==> config.mk <==
export PLATFORM = sky130hd
export DESIGN_NAME = source_text_tokenizer
export DESIGN_NICKNAME = d
export VERILOG_FILES = /design/src/hw/rtl/stt_pkg.sv /design/src/hw/rtl/stt_queue.sv /design/src/hw/rtl/stt_front.sv /design/src/hw/rtl/stt_back.sv /design/src/hw/rtl/source_text_tokenizer.sv
export SDC_FILE = /design/constraint.sdc
export NUM_CORES = 2
export LEC_CHECK = 0
export ABC_AREA = 1
export CORE_MARGIN = 3
export CORE_UTILIZATION = 30
export CTS_CLUSTER_SIZE = 25
export DETAILED_ROUTE_END_ITERATION = 8
export DONT_BUFFER_PORTS = 1
export GPL_TIMING_DRIVEN = 0
export PLACE_DENSITY = 0.51
export SETUP_SLACK_MARGIN = 0.3
export SYNTH_ARGS = -nofsm -noshare
export SYNTH_HDL_FRONTEND = slang
export SYNTH_SLANG_ARGS = --single-unit
==> constraint.sdc <==
create_clock -name clk_i -period 61.3 [get_ports clk_i]
set_input_delay 12.26 -clock clk_i [delete_from_list [all_inputs] [get_ports clk_i]]
set_output_delay 12.26 -clock clk_i [all_outputs]
set_load 0.01 [all_outputs]
==> src/hw/rtl/stt_pkg.sv <==
// Package for the source text tokenizer: token kinds, scanner modes,
// character codes and the token record types shared by all modules.
// No dependencies.
package stt_pkg;

  // Token kinds as they appear on the token_kind output
  typedef enum logic [4:0] {
    KIND_END      = 5'd0,
    KIND_IDENT    = 5'd1,
    KIND_KEYWORD  = 5'd2,
    KIND_NUMBER   = 5'd3,
    KIND_STRING   = 5'd4,
    KIND_PLUS     = 5'd5,
    KIND_MINUS    = 5'd6,
    KIND_STAR     = 5'd7,
    KIND_SLASH    = 5'd8,
    KIND_LT       = 5'd9,
    KIND_LE       = 5'd10,
    KIND_GT       = 5'd11,
    KIND_GE       = 5'd12,
    KIND_ASSIGN   = 5'd13,
    KIND_EQ       = 5'd14,
    KIND_BANG     = 5'd15,
    KIND_NE       = 5'd16,
    KIND_COMMA    = 5'd17,
    KIND_LBRACE   = 5'd18,
    KIND_RBRACE   = 5'd19,
    KIND_LPAREN   = 5'd20,
    KIND_RPAREN   = 5'd21,
    KIND_NEWLINE  = 5'd22,
    KIND_RANGE    = 5'd23,
    KIND_INVALID  = 5'd24,
    KIND_UNTERM   = 5'd25
  } kind_e;

  // Scanner modes: what kind of token is open
  typedef enum logic [3:0] {
    MODE_IDLE   = 4'd0,
    MODE_IDENT  = 4'd1,
    MODE_NUM    = 4'd2,
    MODE_STR    = 4'd3,
    MODE_LT     = 4'd4,
    MODE_GT     = 4'd5,
    MODE_ASSIGN = 4'd6,
    MODE_BANG   = 4'd7,
    MODE_DOT    = 4'd8
  } mode_e;

  // Character codes
  localparam logic [7:0] CH_NUL        = 8'h00;
  localparam logic [7:0] CH_TAB        = 8'h09;
  localparam logic [7:0] CH_LF         = 8'h0A;
  localparam logic [7:0] CH_CR         = 8'h0D;
  localparam logic [7:0] CH_SPACE      = 8'h20;
  localparam logic [7:0] CH_BANG       = 8'h21;
  localparam logic [7:0] CH_DQUOTE     = 8'h22;
  localparam logic [7:0] CH_SQUOTE     = 8'h27;
  localparam logic [7:0] CH_LPAREN     = 8'h28;
  localparam logic [7:0] CH_RPAREN     = 8'h29;
  localparam logic [7:0] CH_STAR       = 8'h2A;
  localparam logic [7:0] CH_PLUS       = 8'h2B;
  localparam logic [7:0] CH_COMMA      = 8'h2C;
  localparam logic [7:0] CH_MINUS      = 8'h2D;
  localparam logic [7:0] CH_DOT        = 8'h2E;
  localparam logic [7:0] CH_SLASH      = 8'h2F;
  localparam logic [7:0] CH_ZERO       = 8'h30;
  localparam logic [7:0] CH_NINE       = 8'h39;
  localparam logic [7:0] CH_LT         = 8'h3C;
  localparam logic [7:0] CH_EQUAL      = 8'h3D;
  localparam logic [7:0] CH_GT         = 8'h3E;
  localparam logic [7:0] CH_UPPER_A    = 8'h41;
  localparam logic [7:0] CH_UPPER_Z    = 8'h5A;
  localparam logic [7:0] CH_UNDERSCORE = 8'h5F;
  localparam logic [7:0] CH_LOWER_A    = 8'h61;
  localparam logic [7:0] CH_LOWER_Z    = 8'h7A;
  localparam logic [7:0] CH_LBRACE     = 8'h7B;
  localparam logic [7:0] CH_RBRACE     = 8'h7D;

  // Field widths fixed by the interface
  localparam int unsigned KW_BITS       = 64;
  localparam int unsigned KW_INDEX_BITS = 3;
  localparam int unsigned VALUE_BITS    = 31;
  localparam int unsigned OUT_CNT_BITS  = 16;
  localparam logic [VALUE_BITS-1:0] NUM_MAX = 31'h7FFF_FFFF;

  // Token group queue between front and back
  localparam int unsigned QUEUE_DEPTH = 2;
  localparam int unsigned QPTR_BITS   = (QUEUE_DEPTH > 1) ? $clog2(QUEUE_DEPTH) : 1;
  localparam int unsigned QCNT_BITS   = $clog2(QUEUE_DEPTH + 1);
  localparam int unsigned GROUP_MAX   = 3;

  // One token as classified by the front; keyword lookup happens in the back
  typedef struct packed {
    kind_e                   kind;
    logic [VALUE_BITS-1:0]   value;
    logic                    ovf;
    logic [OUT_CNT_BITS-1:0] length;
    logic [OUT_CNT_BITS-1:0] line;
    logic [KW_BITS-1:0]      chars;   // identifier text, zero padded
    logic                    kw_ok;   // identifier short enough to be a keyword
  } tok_t;

  // All tokens caused by one input byte
  typedef struct packed {
    logic [1:0]           count;
    tok_t [GROUP_MAX-1:0] toks;
  } group_t;

endpackage

==> src/hw/rtl/stt_queue.sv <==
// Short queue of token groups between the scanner front and the output back.
// Depends on stt_pkg (group_t, QUEUE_DEPTH).
module stt_queue (
  input  logic            clk_i,
  input  logic            rst_ni,
  input  logic            push_i,
  input  stt_pkg::group_t data_i,
  output logic            full_o,
  input  logic            pop_i,
  output stt_pkg::group_t head_o,
  output logic            empty_o
);
  import stt_pkg::*;

  group_t               mem_q [QUEUE_DEPTH];
  logic [QPTR_BITS-1:0] wr_ptr_q, wr_ptr_d;
  logic [QPTR_BITS-1:0] rd_ptr_q, rd_ptr_d;
  logic [QCNT_BITS-1:0] count_q, count_d;

  function automatic logic [QPTR_BITS-1:0] ptr_next(input logic [QPTR_BITS-1:0] p);
    if (p == QPTR_BITS'(QUEUE_DEPTH - 1)) return '0;
    return p + QPTR_BITS'(1);
  endfunction

  assign full_o  = (count_q == QCNT_BITS'(QUEUE_DEPTH));
  assign empty_o = (count_q == '0);
  assign head_o  = mem_q[rd_ptr_q];

  // Pointer and fill level update
  always_comb begin
    wr_ptr_d = push_i ? ptr_next(wr_ptr_q) : wr_ptr_q;
    rd_ptr_d = pop_i  ? ptr_next(rd_ptr_q) : rd_ptr_q;
    count_d  = count_q;
    if (push_i && !pop_i) begin
      count_d = count_q + QCNT_BITS'(1);
    end else if (pop_i && !push_i) begin
      count_d = count_q - QCNT_BITS'(1);
    end
  end

  always_ff @(posedge clk_i or negedge rst_ni) begin
    if (!rst_ni) begin
      wr_ptr_q <= '0;
      rd_ptr_q <= '0;
      count_q  <= '0;
    end else begin
      wr_ptr_q <= wr_ptr_d;
      rd_ptr_q <= rd_ptr_d;
      count_q  <= count_d;
    end
  end

  // Entry storage, no reset needed
  always_ff @(posedge clk_i) begin
    if (push_i) begin
      mem_q[wr_ptr_q] <= data_i;
    end
  end

  // Front must stall while full; back pops only what is there
  a_no_overflow: assert property (@(posedge clk_i) disable iff (!rst_ni)
    push_i |-> !full_o)
    else $error("token queue written while full");

  a_no_underflow: assert property (@(posedge clk_i) disable iff (!rst_ni)
    pop_i |-> !empty_o)
    else $error("token queue popped while empty");

endmodule

==> src/hw/rtl/stt_front.sv <==
// Scanner front: accepts one source byte per transfer, tracks the open token
// and pushes the group of tokens each byte completes. Depends on stt_pkg.
module stt_front #(
  parameter int unsigned KEYWORD_CHARS = 8,
  parameter int unsigned COUNT_BITS    = 16
) (
  input  logic            clk_i,
  input  logic            rst_ni,
  input  logic            in_valid_i,
  output logic            in_stall_o,
  input  logic [7:0]      text_byte_i,
  input  logic            is_final_i,
  output logic            push_o,
  output stt_pkg::group_t push_data_o,
  input  logic            q_full_i
);
  import stt_pkg::*;

  localparam int unsigned CHAR_BITS = 8 * KEYWORD_CHARS;
  localparam logic [COUNT_BITS-1:0] KW_LIMIT = COUNT_BITS'(KEYWORD_CHARS);

  mode_e                 mode_q, mode_d;
  logic [CHAR_BITS-1:0]  ident_q, ident_d;
  logic [COUNT_BITS-1:0] run_q, run_d;
  logic [COUNT_BITS-1:0] line_q, line_d;
  logic [VALUE_BITS-1:0] acc_q, acc_d;
  logic                  sat_q, sat_d;
  logic                  dq_q, dq_d;

  logic                  accept;
  group_t                grp;
  logic [1:0]            n;

  function automatic logic [COUNT_BITS-1:0] bump(input logic [COUNT_BITS-1:0] c);
    if (c == '1) return c;
    return c + COUNT_BITS'(1);
  endfunction

  function automatic logic is_letter(input logic [7:0] b);
    return (b >= CH_LOWER_A && b <= CH_LOWER_Z) ||
           (b >= CH_UPPER_A && b <= CH_UPPER_Z) || (b == CH_UNDERSCORE);
  endfunction

  function automatic logic is_digit(input logic [7:0] b);
    return (b >= CH_ZERO) && (b <= CH_NINE);
  endfunction

  function automatic tok_t simple_tok(input kind_e k, input logic [COUNT_BITS-1:0] ln);
    tok_t t;
    t      = '0;
    t.kind = k;
    t.line = OUT_CNT_BITS'(ln);
    return t;
  endfunction

  // Token for whatever is open in mode m, used when that token is cut short
  function automatic tok_t open_tok(input mode_e m, input logic [CHAR_BITS-1:0] ch,
                                    input logic [COUNT_BITS-1:0] run,
                                    input logic [VALUE_BITS-1:0] acc, input logic sat,
                                    input logic [COUNT_BITS-1:0] ln);
    tok_t t;
    t = simple_tok(KIND_END, ln);
    unique case (m)
      MODE_IDENT: begin
        t.kind   = KIND_IDENT;
        t.length = OUT_CNT_BITS'(run);
        t.chars  = KW_BITS'(ch);
        t.kw_ok  = (run <= KW_LIMIT);
      end
      MODE_NUM: begin
        t.kind   = KIND_NUMBER;
        t.value  = acc;
        t.ovf    = sat;
        t.length = OUT_CNT_BITS'(run);
      end
      MODE_STR: begin
        t.kind   = KIND_UNTERM;
        t.length = OUT_CNT_BITS'(run);
      end
      MODE_LT:     t.kind = KIND_LT;
      MODE_GT:     t.kind = KIND_GT;
      MODE_ASSIGN: t.kind = KIND_ASSIGN;
      MODE_BANG:   t.kind = KIND_BANG;
      MODE_DOT:    t.kind = KIND_INVALID;
      default:     t.kind = KIND_END;
    endcase
    return t;
  endfunction

  // Two-character form of a waiting operator
  function automatic kind_e pair_kind(input mode_e m);
    unique case (m)
      MODE_LT:     return KIND_LE;
      MODE_GT:     return KIND_GE;
      MODE_ASSIGN: return KIND_EQ;
      default:     return KIND_NE;
    endcase
  endfunction

  // Single-character symbols; anything unknown is invalid
  function automatic kind_e sym_kind(input logic [7:0] b);
    unique case (b)
      CH_PLUS:   return KIND_PLUS;
      CH_MINUS:  return KIND_MINUS;
      CH_STAR:   return KIND_STAR;
      CH_SLASH:  return KIND_SLASH;
      CH_COMMA:  return KIND_COMMA;
      CH_LBRACE: return KIND_LBRACE;
      CH_RBRACE: return KIND_RBRACE;
      CH_LPAREN: return KIND_LPAREN;
      CH_RPAREN: return KIND_RPAREN;
      default:   return KIND_INVALID;
    endcase
  endfunction

  assign accept      = in_valid_i && !q_full_i;
  assign in_stall_o  = q_full_i;
  assign push_o      = accept && (n != 2'd0);
  assign push_data_o = grp;

  // Scanner step: continue the open token, or cut it and start a new one,
  // then close everything on end of text
  always_comb begin
    logic [VALUE_BITS+3:0] prod;
    logic                  restart;
    logic                  end_now;
    mode_d  = mode_q;
    ident_d = ident_q;
    run_d   = run_q;
    line_d  = line_q;
    acc_d   = acc_q;
    sat_d   = sat_q;
    dq_d    = dq_q;
    grp     = '0;
    n       = 2'd0;
    prod    = '0;
    restart = 1'b0;
    end_now = (text_byte_i == CH_NUL) || is_final_i;

    if (text_byte_i != CH_NUL) begin
      // continue the open token where the byte allows it
      unique case (mode_q)
        MODE_STR: begin
          if (text_byte_i == (dq_q ? CH_DQUOTE : CH_SQUOTE)) begin
            grp.toks[n]        = simple_tok(KIND_STRING, line_d);
            grp.toks[n].length = OUT_CNT_BITS'(run_q);
            n                  = n + 2'd1;
            mode_d             = MODE_IDLE;
            ident_d            = '0;
            run_d              = '0;
            acc_d              = '0;
            sat_d              = 1'b0;
          end else begin
            run_d = bump(run_q);
          end
        end
        MODE_IDENT: begin
          if (is_letter(text_byte_i)) begin
            if (run_q < KW_LIMIT) begin
              for (int i = 0; i < KEYWORD_CHARS; i++) begin
                if (run_q == COUNT_BITS'(i)) ident_d[8*i +: 8] = text_byte_i;
              end
            end
            run_d = bump(run_q);
          end else begin
            restart = 1'b1;
          end
        end
        MODE_NUM: begin
          if (is_digit(text_byte_i)) begin
            // acc * 10 + digit, saturating at the 31-bit maximum
            prod = ({4'b0, acc_q} << 3) + ({4'b0, acc_q} << 1) +
                   (VALUE_BITS+4)'(text_byte_i - CH_ZERO);
            if (prod > {4'b0, NUM_MAX}) begin
              acc_d = NUM_MAX;
              sat_d = 1'b1;
            end else begin
              acc_d = prod[VALUE_BITS-1:0];
            end
            run_d = bump(run_q);
          end else begin
            restart = 1'b1;
          end
        end
        MODE_LT, MODE_GT, MODE_ASSIGN, MODE_BANG: begin
          if (text_byte_i == CH_EQUAL) begin
            grp.toks[n] = simple_tok(pair_kind(mode_q), line_d);
            n           = n + 2'd1;
            mode_d      = MODE_IDLE;
          end else begin
            restart = 1'b1;
          end
        end
        MODE_DOT: begin
          if (text_byte_i == CH_DOT) begin
            grp.toks[n] = simple_tok(KIND_RANGE, line_d);
            n           = n + 2'd1;
            mode_d      = MODE_IDLE;
          end else begin
            restart = 1'b1;
          end
        end
        default: restart = 1'b1;
      endcase

      if (restart) begin
        // close the open token
        if (mode_q != MODE_IDLE) begin
          grp.toks[n] = open_tok(mode_q, ident_q, run_q, acc_q, sat_q, line_d);
          n           = n + 2'd1;
        end
        mode_d  = MODE_IDLE;
        ident_d = '0;
        run_d   = '0;
        acc_d   = '0;
        sat_d   = 1'b0;
        // classify the byte as the start of a new token
        priority if (is_letter(text_byte_i)) begin
          mode_d        = MODE_IDENT;
          ident_d[7:0]  = text_byte_i;
          run_d         = COUNT_BITS'(1);
        end else if (is_digit(text_byte_i)) begin
          mode_d = MODE_NUM;
          acc_d  = VALUE_BITS'(text_byte_i - CH_ZERO);
          run_d  = COUNT_BITS'(1);
        end else if (text_byte_i == CH_SPACE || text_byte_i == CH_TAB ||
                     text_byte_i == CH_CR) begin
          mode_d = MODE_IDLE;
        end else if (text_byte_i == CH_LF) begin
          grp.toks[n] = simple_tok(KIND_NEWLINE, line_d);
          n           = n + 2'd1;
          line_d      = bump(line_q);
        end else if (text_byte_i == CH_DQUOTE || text_byte_i == CH_SQUOTE) begin
          mode_d = MODE_STR;
          dq_d   = (text_byte_i == CH_DQUOTE);
        end else if (text_byte_i == CH_LT) begin
          mode_d = MODE_LT;
        end else if (text_byte_i == CH_GT) begin
          mode_d = MODE_GT;
        end else if (text_byte_i == CH_EQUAL) begin
          mode_d = MODE_ASSIGN;
        end else if (text_byte_i == CH_BANG) begin
          mode_d = MODE_BANG;
        end else if (text_byte_i == CH_DOT) begin
          mode_d = MODE_DOT;
        end else begin
          grp.toks[n] = simple_tok(sym_kind(text_byte_i), line_d);
          n           = n + 2'd1;
        end
      end
    end

    // end of text: close what is open, send the end token, clear state
    if (end_now) begin
      if (mode_d != MODE_IDLE) begin
        grp.toks[n] = open_tok(mode_d, ident_d, run_d, acc_d, sat_d, line_d);
        n           = n + 2'd1;
      end
      grp.toks[n] = simple_tok(KIND_END, line_d);
      n           = n + 2'd1;
      mode_d      = MODE_IDLE;
      ident_d     = '0;
      run_d       = '0;
      acc_d       = '0;
      sat_d       = 1'b0;
      dq_d        = 1'b0;
      line_d      = '0;
    end
    grp.count = n;
  end

  always_ff @(posedge clk_i or negedge rst_ni) begin
    if (!rst_ni) begin
      mode_q  <= MODE_IDLE;
      ident_q <= '0;
      run_q   <= '0;
      line_q  <= '0;
      acc_q   <= '0;
      sat_q   <= 1'b0;
      dq_q    <= 1'b0;
    end else if (accept) begin
      mode_q  <= mode_d;
      ident_q <= ident_d;
      run_q   <= run_d;
      line_q  <= line_d;
      acc_q   <= acc_d;
      sat_q   <= sat_d;
      dq_q    <= dq_d;
    end
  end

  // End of text always leaves the scanner idle on line zero
  a_end_clears: assert property (@(posedge clk_i) disable iff (!rst_ni)
    (accept && ((text_byte_i == CH_NUL) || is_final_i)) |=>
      (mode_q == MODE_IDLE) && (line_q == '0) && (run_q == '0))
    else $error("scanner state not cleared after end of text");

  // Every byte that ends the text pushes a group
  a_end_pushes: assert property (@(posedge clk_i) disable iff (!rst_ni)
    (accept && ((text_byte_i == CH_NUL) || is_final_i)) |-> push_o)
    else $error("end of text produced no tokens");

endmodule

==> src/hw/rtl/stt_back.sv <==
// Output back: holds the keyword registers, steps through each queued token
// group one token per transfer and resolves keywords. Depends on stt_pkg.
module stt_back #(
  parameter int unsigned KEYWORD_SLOTS = 8
) (
  input  logic                                   clk_i,
  input  logic                                   rst_ni,
  // configuration writes
  input  logic                                   cfg_valid_i,
  input  logic [stt_pkg::KW_INDEX_BITS-1:0]      cfg_index_i,
  input  logic [stt_pkg::KW_BITS-1:0]            cfg_data_i,
  // queue head
  input  stt_pkg::group_t                        head_i,
  input  logic                                   empty_i,
  output logic                                   pop_o,
  // token output
  output logic                                   out_valid_o,
  input  logic                                   out_stall_i,
  output logic [4:0]                             token_kind_o,
  output logic [stt_pkg::KW_INDEX_BITS-1:0]      keyword_index_o,
  output logic [stt_pkg::VALUE_BITS-1:0]         number_value_o,
  output logic                                   number_overflow_o,
  output logic [stt_pkg::OUT_CNT_BITS-1:0]       token_length_o,
  output logic [stt_pkg::OUT_CNT_BITS-1:0]       line_number_o,
  output logic                                   last_of_run_o
);
  import stt_pkg::*;

  logic [KW_BITS-1:0]       kw_q [KEYWORD_SLOTS];
  logic [1:0]               idx_q, idx_d;
  logic                     load;
  logic                     last;
  tok_t                     cur;
  logic                     hit;
  logic [KW_INDEX_BITS-1:0] hit_idx;
  kind_e                    kind;

  logic                     valid_q;
  kind_e                    kind_q;
  logic [KW_INDEX_BITS-1:0] kwi_q;
  logic [VALUE_BITS-1:0]    value_q;
  logic                     ovf_q;
  logic [OUT_CNT_BITS-1:0]  len_q;
  logic [OUT_CNT_BITS-1:0]  line_q;
  logic                     last_q;

  // Keyword registers; writes beyond the populated slots are dropped
  always_ff @(posedge clk_i or negedge rst_ni) begin
    if (!rst_ni) begin
      for (int i = 0; i < KEYWORD_SLOTS; i++) kw_q[i] <= '0;
    end else if (cfg_valid_i) begin
      for (int i = 0; i < KEYWORD_SLOTS; i++) begin
        if (cfg_index_i == KW_INDEX_BITS'(i)) kw_q[i] <= cfg_data_i;
      end
    end
  end

  // Pick the next token from the head group
  assign cur   = head_i.toks[idx_q];
  assign last  = (idx_q == (head_i.count - 2'd1));
  assign load  = !empty_i && (!valid_q || !out_stall_i);
  assign pop_o = load && last;

  always_comb begin
    idx_d = idx_q;
    if (load) idx_d = last ? 2'd0 : idx_q + 2'd1;
  end

  // Keyword lookup, lowest matching slot wins
  always_comb begin
    hit     = 1'b0;
    hit_idx = '0;
    for (int i = KEYWORD_SLOTS - 1; i >= 0; i--) begin
      if (kw_q[i] != '0 && kw_q[i] == cur.chars) begin
        hit     = 1'b1;
        hit_idx = KW_INDEX_BITS'(i);
      end
    end
    kind = cur.kind;
    if (cur.kind == KIND_IDENT && cur.kw_ok && hit) kind = KIND_KEYWORD;
  end

  always_ff @(posedge clk_i or negedge rst_ni) begin
    if (!rst_ni) begin
      valid_q <= 1'b0;
      idx_q   <= 2'd0;
    end else begin
      idx_q <= idx_d;
      if (load) begin
        valid_q <= 1'b1;
      end else if (!out_stall_i) begin
        valid_q <= 1'b0;
      end
    end
  end

  // Output payload register
  always_ff @(posedge clk_i) begin
    if (load) begin
      kind_q  <= kind;
      kwi_q   <= (kind == KIND_KEYWORD) ? hit_idx : '0;
      value_q <= cur.value;
      ovf_q   <= cur.ovf;
      len_q   <= cur.length;
      line_q  <= cur.line;
      last_q  <= last;
    end
  end

  assign out_valid_o       = valid_q;
  assign token_kind_o      = kind_q;
  assign keyword_index_o   = kwi_q;
  assign number_value_o    = value_q;
  assign number_overflow_o = ovf_q;
  assign token_length_o    = len_q;
  assign line_number_o     = line_q;
  assign last_of_run_o     = last_q;

  // The token index never runs past the group it walks
  a_idx_in_group: assert property (@(posedge clk_i) disable iff (!rst_ni)
    !empty_i |-> (idx_q < head_i.count))
    else $error("token index beyond group size");

endmodule

==> src/hw/rtl/source_text_tokenizer.sv <==
// Source text tokenizer top level: scanner front, token group queue, output back.
// Depends on stt_pkg, stt_front, stt_queue and stt_back.
// A token passes through the group queue and then the output register after its byte is taken.
// Throughput: one byte per cycle unless the queue is full; one token per cycle out
// unless stalled, so bytes that complete two or three tokens hold the output for one transfer per token.
// Reset clears all scanner state and keyword registers; no clearing pass.
module source_text_tokenizer #(
  parameter int unsigned KEYWORD_SLOTS = 8,
  parameter int unsigned KEYWORD_CHARS = 8,
  parameter int unsigned COUNT_BITS    = 16
) (
  input  logic                                   clk_i,
  input  logic                                   rst_ni,
  // byte input
  input  logic                                   in_valid_i,
  output logic                                   in_stall_o,
  input  logic [7:0]                             text_byte_i,
  input  logic                                   is_final_i,
  // token output
  output logic                                   out_valid_o,
  input  logic                                   out_stall_i,
  output logic [4:0]                             token_kind_o,
  output logic [stt_pkg::KW_INDEX_BITS-1:0]      keyword_index_o,
  output logic [stt_pkg::VALUE_BITS-1:0]         number_value_o,
  output logic                                   number_overflow_o,
  output logic [stt_pkg::OUT_CNT_BITS-1:0]       token_length_o,
  output logic [stt_pkg::OUT_CNT_BITS-1:0]       line_number_o,
  output logic                                   last_of_run_o,
  // keyword register writes
  input  logic                                   cfg_valid_i,
  output logic                                   cfg_ready_o,
  input  logic [stt_pkg::KW_INDEX_BITS-1:0]      cfg_index_i,
  input  logic [stt_pkg::KW_BITS-1:0]            cfg_data_i
);
  import stt_pkg::*;

  logic   push;
  group_t push_data;
  logic   q_full;
  logic   pop;
  group_t head;
  logic   q_empty;

  // Register writes are always taken
  assign cfg_ready_o = 1'b1;

  stt_front #(
    .KEYWORD_CHARS (KEYWORD_CHARS),
    .COUNT_BITS    (COUNT_BITS)
  ) u_front (
    .clk_i       (clk_i),
    .rst_ni      (rst_ni),
    .in_valid_i  (in_valid_i),
    .in_stall_o  (in_stall_o),
    .text_byte_i (text_byte_i),
    .is_final_i  (is_final_i),
    .push_o      (push),
    .push_data_o (push_data),
    .q_full_i    (q_full)
  );

  stt_queue u_queue (
    .clk_i   (clk_i),
    .rst_ni  (rst_ni),
    .push_i  (push),
    .data_i  (push_data),
    .full_o  (q_full),
    .pop_i   (pop),
    .head_o  (head),
    .empty_o (q_empty)
  );

  stt_back #(
    .KEYWORD_SLOTS (KEYWORD_SLOTS)
  ) u_back (
    .clk_i             (clk_i),
    .rst_ni            (rst_ni),
    .cfg_valid_i       (cfg_valid_i),
    .cfg_index_i       (cfg_index_i),
    .cfg_data_i        (cfg_data_i),
    .head_i            (head),
    .empty_i           (q_empty),
    .pop_o             (pop),
    .out_valid_o       (out_valid_o),
    .out_stall_i       (out_stall_i),
    .token_kind_o      (token_kind_o),
    .keyword_index_o   (keyword_index_o),
    .number_value_o    (number_value_o),
    .number_overflow_o (number_overflow_o),
    .token_length_o    (token_length_o),
    .line_number_o     (line_number_o),
    .last_of_run_o     (last_of_run_o)
  );

endmodule
; Word-level counts from Yosys, hierarchy flattened
; Memory sizes are Yosys's and may differ from the RTL's.
; Index checks and enable logic that the tools add are counted.
[totals]
ff_bits = 725
latchBits = 0
mem_bits_ro = 0
ramBits = 808
n_memories = 1
word_cells = 443
inputBits = 81
[classes]
eq_ne = 71
bitwise_logic = 1
n_div = 0
n_shift = 0
n_reduce_logical = 71
order_cmp = 19
n_addsub = 16
muxes = 235
mul = 0
[mem_list]
columns = name, depth, word_bits, rd, rd_clocked_by_memory_dff, write_ports, line_no
row1 = u_queue.mem_q, 2, 404, 1, 0, 1, stt_queue.sv:15  ; group_t mem_q [QUEUE_DEPTH];
[op_table]
columns = cell, count
row1 = $mux 402, 18
row2 = $bwmux 402, 5
row3 = $demux 134 s2, 4
row4 = $mux 134, 8
row5 = $eq 64x64->1, 8
row6 = $reduce_bool 64->1, 8
row7 = $mux 65, 7
row8 = $mux 16, 27
row9 = $pmux 134 s3, 1
row10 = $mux 64, 6
row11 = $bmux 134 s2, 1
row12 = $mux 31, 8
row13 = $mux 32, 7
row14 = $mux 132, 1
row15 = $pmux 64 s2, 1
row16 = $eq 8x6->1 const B, 15
row17 = $mux 5, 18
row18 = $pmux 5 s8, 2
row19 = $mux 8, 9
row20 = $eq 16x3->1 const B, 4
row21 = $mux 4, 16
row22 = $pmux 31 s2, 1
row23 = $mux 1, 59
row24 = $mux 2, 24
row25 = other kinds (59), 155

; Logic depth before layout (Yosys ltp)
[logic_depth]
depth_word = 33
ltp_mapped = 31
mapped_depth_nobuf = 28

; Modules after synthesis
; A second synthesis with hierarchy kept.
[unflattened]
hier_cells = 10050
area_unflattened_um2 = 84917.7
[by_module_without_submodules]
columns = module, instances, cells_each, area_each_um2
row1 = stt_back, 1, 4999, 34767.1
row2 = stt_queue, 1, 1282, 29494.5
row3 = stt_front, 1, 3767, 20644.8
row4 = source_text_tokenizer, 1, 2, 11.3

; Worst setup path after synthesis
; OpenSTA, ideal clock, no wires.
[synth_path]
path_type = in2reg
from = input port text_byte_i[4]
to = memory u_queue.mem_q[1][0] in the netlist's numbering, enable pin
setup_ns = 1.179
path_slack_ns = 27.349
cell_stages = 26
t_required_ns = 60.121
arrival_time_ns = 32.772
path_cell_list = buf_2 inv_1 ha_1 nand2_1 nor2_1 inv_1 nor2_1 inv_1 o21ai_0 nor2_1 inv_1 clkbuf_1 clkbuf_1 ha_1 inv_1 nand4_1 nand3_1 nand2_1 ha_1 o21ai_0 ha_1 o21ai_1 inv_1 nand3_1 nand2_1 nor2_1
[synth_rtl]
columns = element, line_no
row1 = from (decl), source_text_tokenizer.sv:17  ; input logic [7:0] text_byte_i,
row2 = to (decl), stt_queue.sv:15

==> parameters.txt <==
Parameter                              Value

Yosys
  Gate count after technology mapping ... 10,500
  Nets in the synthesized netlist ... 10,700
  Number of enable-type register cells in the synthesized netlist ... 881
  Sequential element share of the synthesized area ... 51.3%
  Synth Flop Type ... sky130_fd_sc_hd__edfxtp_1
  Register bit total from synthesis ... 1,533
  FFs w/ async S/R, synth ... 42.5%
  Area of the mapped netlist ... 0.0833 mm²
  Number of library cell types mapped by synthesis ... 59
  Post-Syn Area per Cell ... 7.92 µm²
  Yosys synthesis warning count ... 0

Cells and area
  Count of placed standard cells in the final layout, fillers left out ... 14,600
  Number of nets in the final layout ... 10,900
  Number of fill cells in the layout ... 29,100
  Area growth syn-to-layout ... 13.9%
  Layout cells sized above 1 ... 5.65%

Timing
  Worst setup skew after layout ... 81.0 ps
  Tightest slew margin relative to the limit ... -4.69%
  Worst Max-Slew Pin Slew ... 1550 ps
  Final-report setup violation count ... 0
  Post-layout minimum cycle time ... 19,510 ps
  Fin Setup TNS ... 0 ps
  Max Clk Rate ... 51.3 MHz
  Unrepaired setup endpoints after global routing ... no
  Share of the clock period used by the worst path ... 31.8%
  Post-route setup slack ... 41,790 ps
  Final max-slew violation count ... 14
  Number of hold violations in the final report ... 0
  Minimum hold slack ... 479 ps

Route
  Routed wire per std cell ... 33.0 µm
  Number of search-and-repair iterations in the first detailed-routing pass ... 6
  Count of antenna-violating nets left after detailed routing ... 0
  Aggregate routed wire length ... 482,000 µm
  Via density per instance ... 5.52
  DR vias ... 80,600
  DRC violation total after the first TritonRoute iteration ... 11,300
  Total DRC errors in the routed layout ... 0

Clock tree
  CTS HTree Levels ... 4
  Clock tree from TritonCTS ... yes
  Clock insertion delay at the later pin of the skew report ... 890 ps
  Worst-case clock buffer depth ... 4
  Number of resized instances in the post-cts repair step ... 0
  Number of hold-repair buffers added at the cts stage ... 0
  Total number of clock tree sinks ... 1,533
  Number of setup buffers added after CTS ... 0
  Worst-path clk slew ... 60 ps
  TritonCTS buffer count ... 191
  Cell at the root of the clock tree ... sky130_fd_sc_hd__clkbuf_16

Worst setup path
  Worst-path fanout max ... 112
  Setup CP Type ... input port to flip-flop
  Kind of end point of the critical path ... flip-flop
  Required arrival time at the worst endpoint ... 61,770 ps
  Most frequent cell on the critical path ... sky130_fd_sc_hd__inv_1
  Startpoint type of the worst setup path ... input port
  Crit path arrival time ... 19,980 ps
  Cell with the largest stage delay on the worst path ... sky130_fd_sc_hd__inv_8
  Setup slack, reg-to-reg ... 53,010 ps
  Max stage delay on crit path ... 590 ps

Run status
  Status ... complete, but fails checks
  Violated checks ... max-capacitance violations, max-slew violations

Placed design
  Number of buffer cells added on primary ports ... 0
  Worst Setup Slack post-DPL ... 41,310 ps
  Inst Count DP ... 14,200
  Placer congestion estimate ... 1.00
  Detailed Place HPWL ... 387,000 µm

Global route
  Aggregate global-route resource usage ... 32.7%
  Antenna violations before repair ... 46
  First-pass GRT wire length ... 639,000 µm
  Grt total ovfl ... 0
  Vias in the first global route ... 73,900
  Pin count of the biggest net entering global routing ... 653

Floorplanning
  Overall die area ... 0.284 mm²
  Die width ... 533 µm
  Starting Density ... 30.3%
  Vertical extent of the die ... 533 µm
  Floorplan Core Area ... 0.275 mm²
  Count of standard-cell rows ... 192
  I/O pin total ... 157

Flow run
  Maxcap violations ... 4

Power and ir drop
  Worst-case vdd ir drop ... 0.0292 mV
  Static Leak ... 0.0398 µW
  Power Dens Cells ... 58.5 mW/mm²

Min path
  Worst hold path type ... flip-flop to flip-flop
[cells in the mapped netlist (7+ instances only)]
library cell	instances	area (µm²)
sky130_fd_sc_hd__fa_1	30	601
sky130_fd_sc_hd__buf_2	126	631
sky130_fd_sc_hd__nor2_2	11	68.8
sky130_fd_sc_hd__nand3b_1	7	52.6
sky130_fd_sc_hd__xnor2_1	41	359
sky130_fd_sc_hd__nand4_1	98	613
sky130_fd_sc_hd__a31oi_1	13	81.3
sky130_fd_sc_hd__buf_4	39	293
sky130_fd_sc_hd__nor4_1	80	500
sky130_fd_sc_hd__dfrtp_1	652	16300
sky130_fd_sc_hd__or2_2	9	56.3
sky130_fd_sc_hd__buf_1	29	109
sky130_fd_sc_hd__xor2_1	108	946
sky130_fd_sc_hd__o22ai_1	192	1200
sky130_fd_sc_hd__o21ai_0	1265	6330
sky130_fd_sc_hd__o21ai_1	99	495
sky130_fd_sc_hd__a21oi_1	281	1410
sky130_fd_sc_hd__nand3_1	654	3270
sky130_fd_sc_hd__clkbuf_1	339	1270
sky130_fd_sc_hd__o211ai_1	47	353
sky130_fd_sc_hd__nor3_1	160	801
sky130_fd_sc_hd__a22oi_1	11	82.6
sky130_fd_sc_hd__ha_1	55	688
sky130_fd_sc_hd__nand2_2	42	263
sky130_fd_sc_hd__inv_1	1140	4280
sky130_fd_sc_hd__nor2_1	1203	4520
sky130_fd_sc_hd__nand2_1	2815	10600
sky130_fd_sc_hd__edfxtp_1	881	26500
sky130_fd_sc_hd__inv_2	23	86.3
[cell usage in the layout (no fill, tap or decap), types with 11 or more instances in the layout]
cell / netlist / final
sky130_fd_sc_hd__a21oi_1: 281 / 281
sky130_fd_sc_hd__a22oi_1: 11 / 11
sky130_fd_sc_hd__a31oi_1: 13 / 13
sky130_fd_sc_hd__buf_1: 29 / 28
sky130_fd_sc_hd__buf_12: 0 / 14
sky130_fd_sc_hd__buf_16: 0 / 11
sky130_fd_sc_hd__buf_2: 126 / 126
sky130_fd_sc_hd__buf_4: 39 / 46
sky130_fd_sc_hd__bufinv_16: 0 / 18
sky130_fd_sc_hd__clkbuf_1: 339 / 369
sky130_fd_sc_hd__clkbuf_16: 0 / 196
sky130_fd_sc_hd__clkinv_1: 2 / 20
sky130_fd_sc_hd__clkinv_2: 0 / 38
sky130_fd_sc_hd__clkinvlp_4: 0 / 18
sky130_fd_sc_hd__dfrtp_1: 652 / 652
sky130_fd_sc_hd__diode_2: 0 / 19
sky130_fd_sc_hd__edfxtp_1: 881 / 881
sky130_fd_sc_hd__fa_1: 30 / 30
sky130_fd_sc_hd__ha_1: 55 / 55
sky130_fd_sc_hd__inv_1: 1140 / 1138
sky130_fd_sc_hd__inv_2: 23 / 23
sky130_fd_sc_hd__nand2_1: 2815 / 2815
sky130_fd_sc_hd__nand2_2: 42 / 42
sky130_fd_sc_hd__nand3_1: 654 / 654
sky130_fd_sc_hd__nand4_1: 98 / 98
sky130_fd_sc_hd__nor2_1: 1203 / 1201
sky130_fd_sc_hd__nor2_2: 11 / 11
sky130_fd_sc_hd__nor3_1: 160 / 160
sky130_fd_sc_hd__nor4_1: 80 / 80
sky130_fd_sc_hd__o211ai_1: 47 / 47
sky130_fd_sc_hd__o21ai_0: 1265 / 1254
sky130_fd_sc_hd__o21ai_1: 99 / 107
sky130_fd_sc_hd__o22ai_1: 192 / 192
sky130_fd_sc_hd__xnor2_1: 41 / 41
sky130_fd_sc_hd__xor2_1: 108 / 108
[sequential cells by signal (all words and copies together), names as in the netlist, 2 cells and up]
name and count:
u_back.keyword_index_o 3, u_front.acc_q 31, u_back.number_value_o 31, u_back.idx_q 2, u_front.mode_q 4, u_back.line_number_o 16, u_back.token_length_o 16, u_queue.count_q 2
u_queue.mem_q 808, u_back.token_kind_o 5, u_front.line_q 16, u_front.ident_q 64, u_front.run_q 16, u_back.kw_q 512
[power by group]
group / leakage (µW) / switching (µW) / internal [µW]
combinational: 0.0201 / 2250 / 556
sequential: 0.0167 / 175 / 1400
clock: 0.00301 / 487 / 672
total: 0.0398 / 2920 / 2630
[layout make-up]
class,count,area [µm²],share of cell area (%)
clock inverter,104,1050,1.11
buffer,540,2370,2.49
inverter,1167,4400,4.63
timing repair buffer,35,673,0.709
clock buffer,237,5160,5.44
multi-input combinational,7278,33800,35.6
sequential,1533,42800,45.1
tap,3686,4610,4.86
antenna,19,47.5,0.0501
[cell families (layout without fill, tap and decap cells)]
logic type / count (synthesis) / count (layout) / share of synthesized area, %
flip-flops: 1533 / 1533 / 51.3
XOR/XNOR: 149 / 149 / 1.57
adder cells (fa/ha/maj): 85 / 85 / 1.55
buffers and inverters: 1707 / 2083 / 8.10
other: 1 / 20 / 0.00450
multiplexers: 1 / 1 / 0.0120
AND/OR/NAND/NOR: 5096 / 5096 / 25.1
AO/OA/AOI/OAI: 1946 / 1946 / 12.3
[final timing paths]
kind,startpoint,endpoint,cells past startpoint
setup / recovery,text_byte_i[4],u_queue.mem_q[0][27],27
hold reg to reg,u_queue.wr_ptr_q,u_queue.wr_ptr_q,2
setup reg to reg,u_front.mode_q[3],u_queue.mem_q[0][27],22
max in group asynchronous,rst_ni,u_back.kw_q[140],3
min in group asynchronous,rst_ni,u_back.kw_q[453],0
hold / removal,u_queue.wr_ptr_q,u_queue.wr_ptr_q,2
[layer usage]
layer / track usage, % / wire, µm / vias up
met5: 0 / 52 / -
met4: 15.1 / 26300 / 8
met3: 6.08 / 43700 / 728
met2: 48.9 / 206000 / 4470
met1: 45.6 / 206000 / 40300
li1: - / - / 35100
[critical path, delay by kind of cell]
kind / cells / cell delay (ps)
AO/OA/AOI/OAI: 4 / 1310
adder cells (fa/ha/maj): 4 / 1110
buffers and inverters: 13 / 3460
AND/OR/NAND/NOR: 6 / 1270
[stage by stage]
stage                     total power (µW)  util, %  cell area [µm²]
after floorplan                       2920        -            83300
final                                 5550     34.5            94900
after detailed placement              4310     32.2            88500
after global placement                4430     32.0            87900
after CTS                             5470     34.4            94700
after global routing                  5710     34.5            94800
Power figures use the tool's default switching activity.
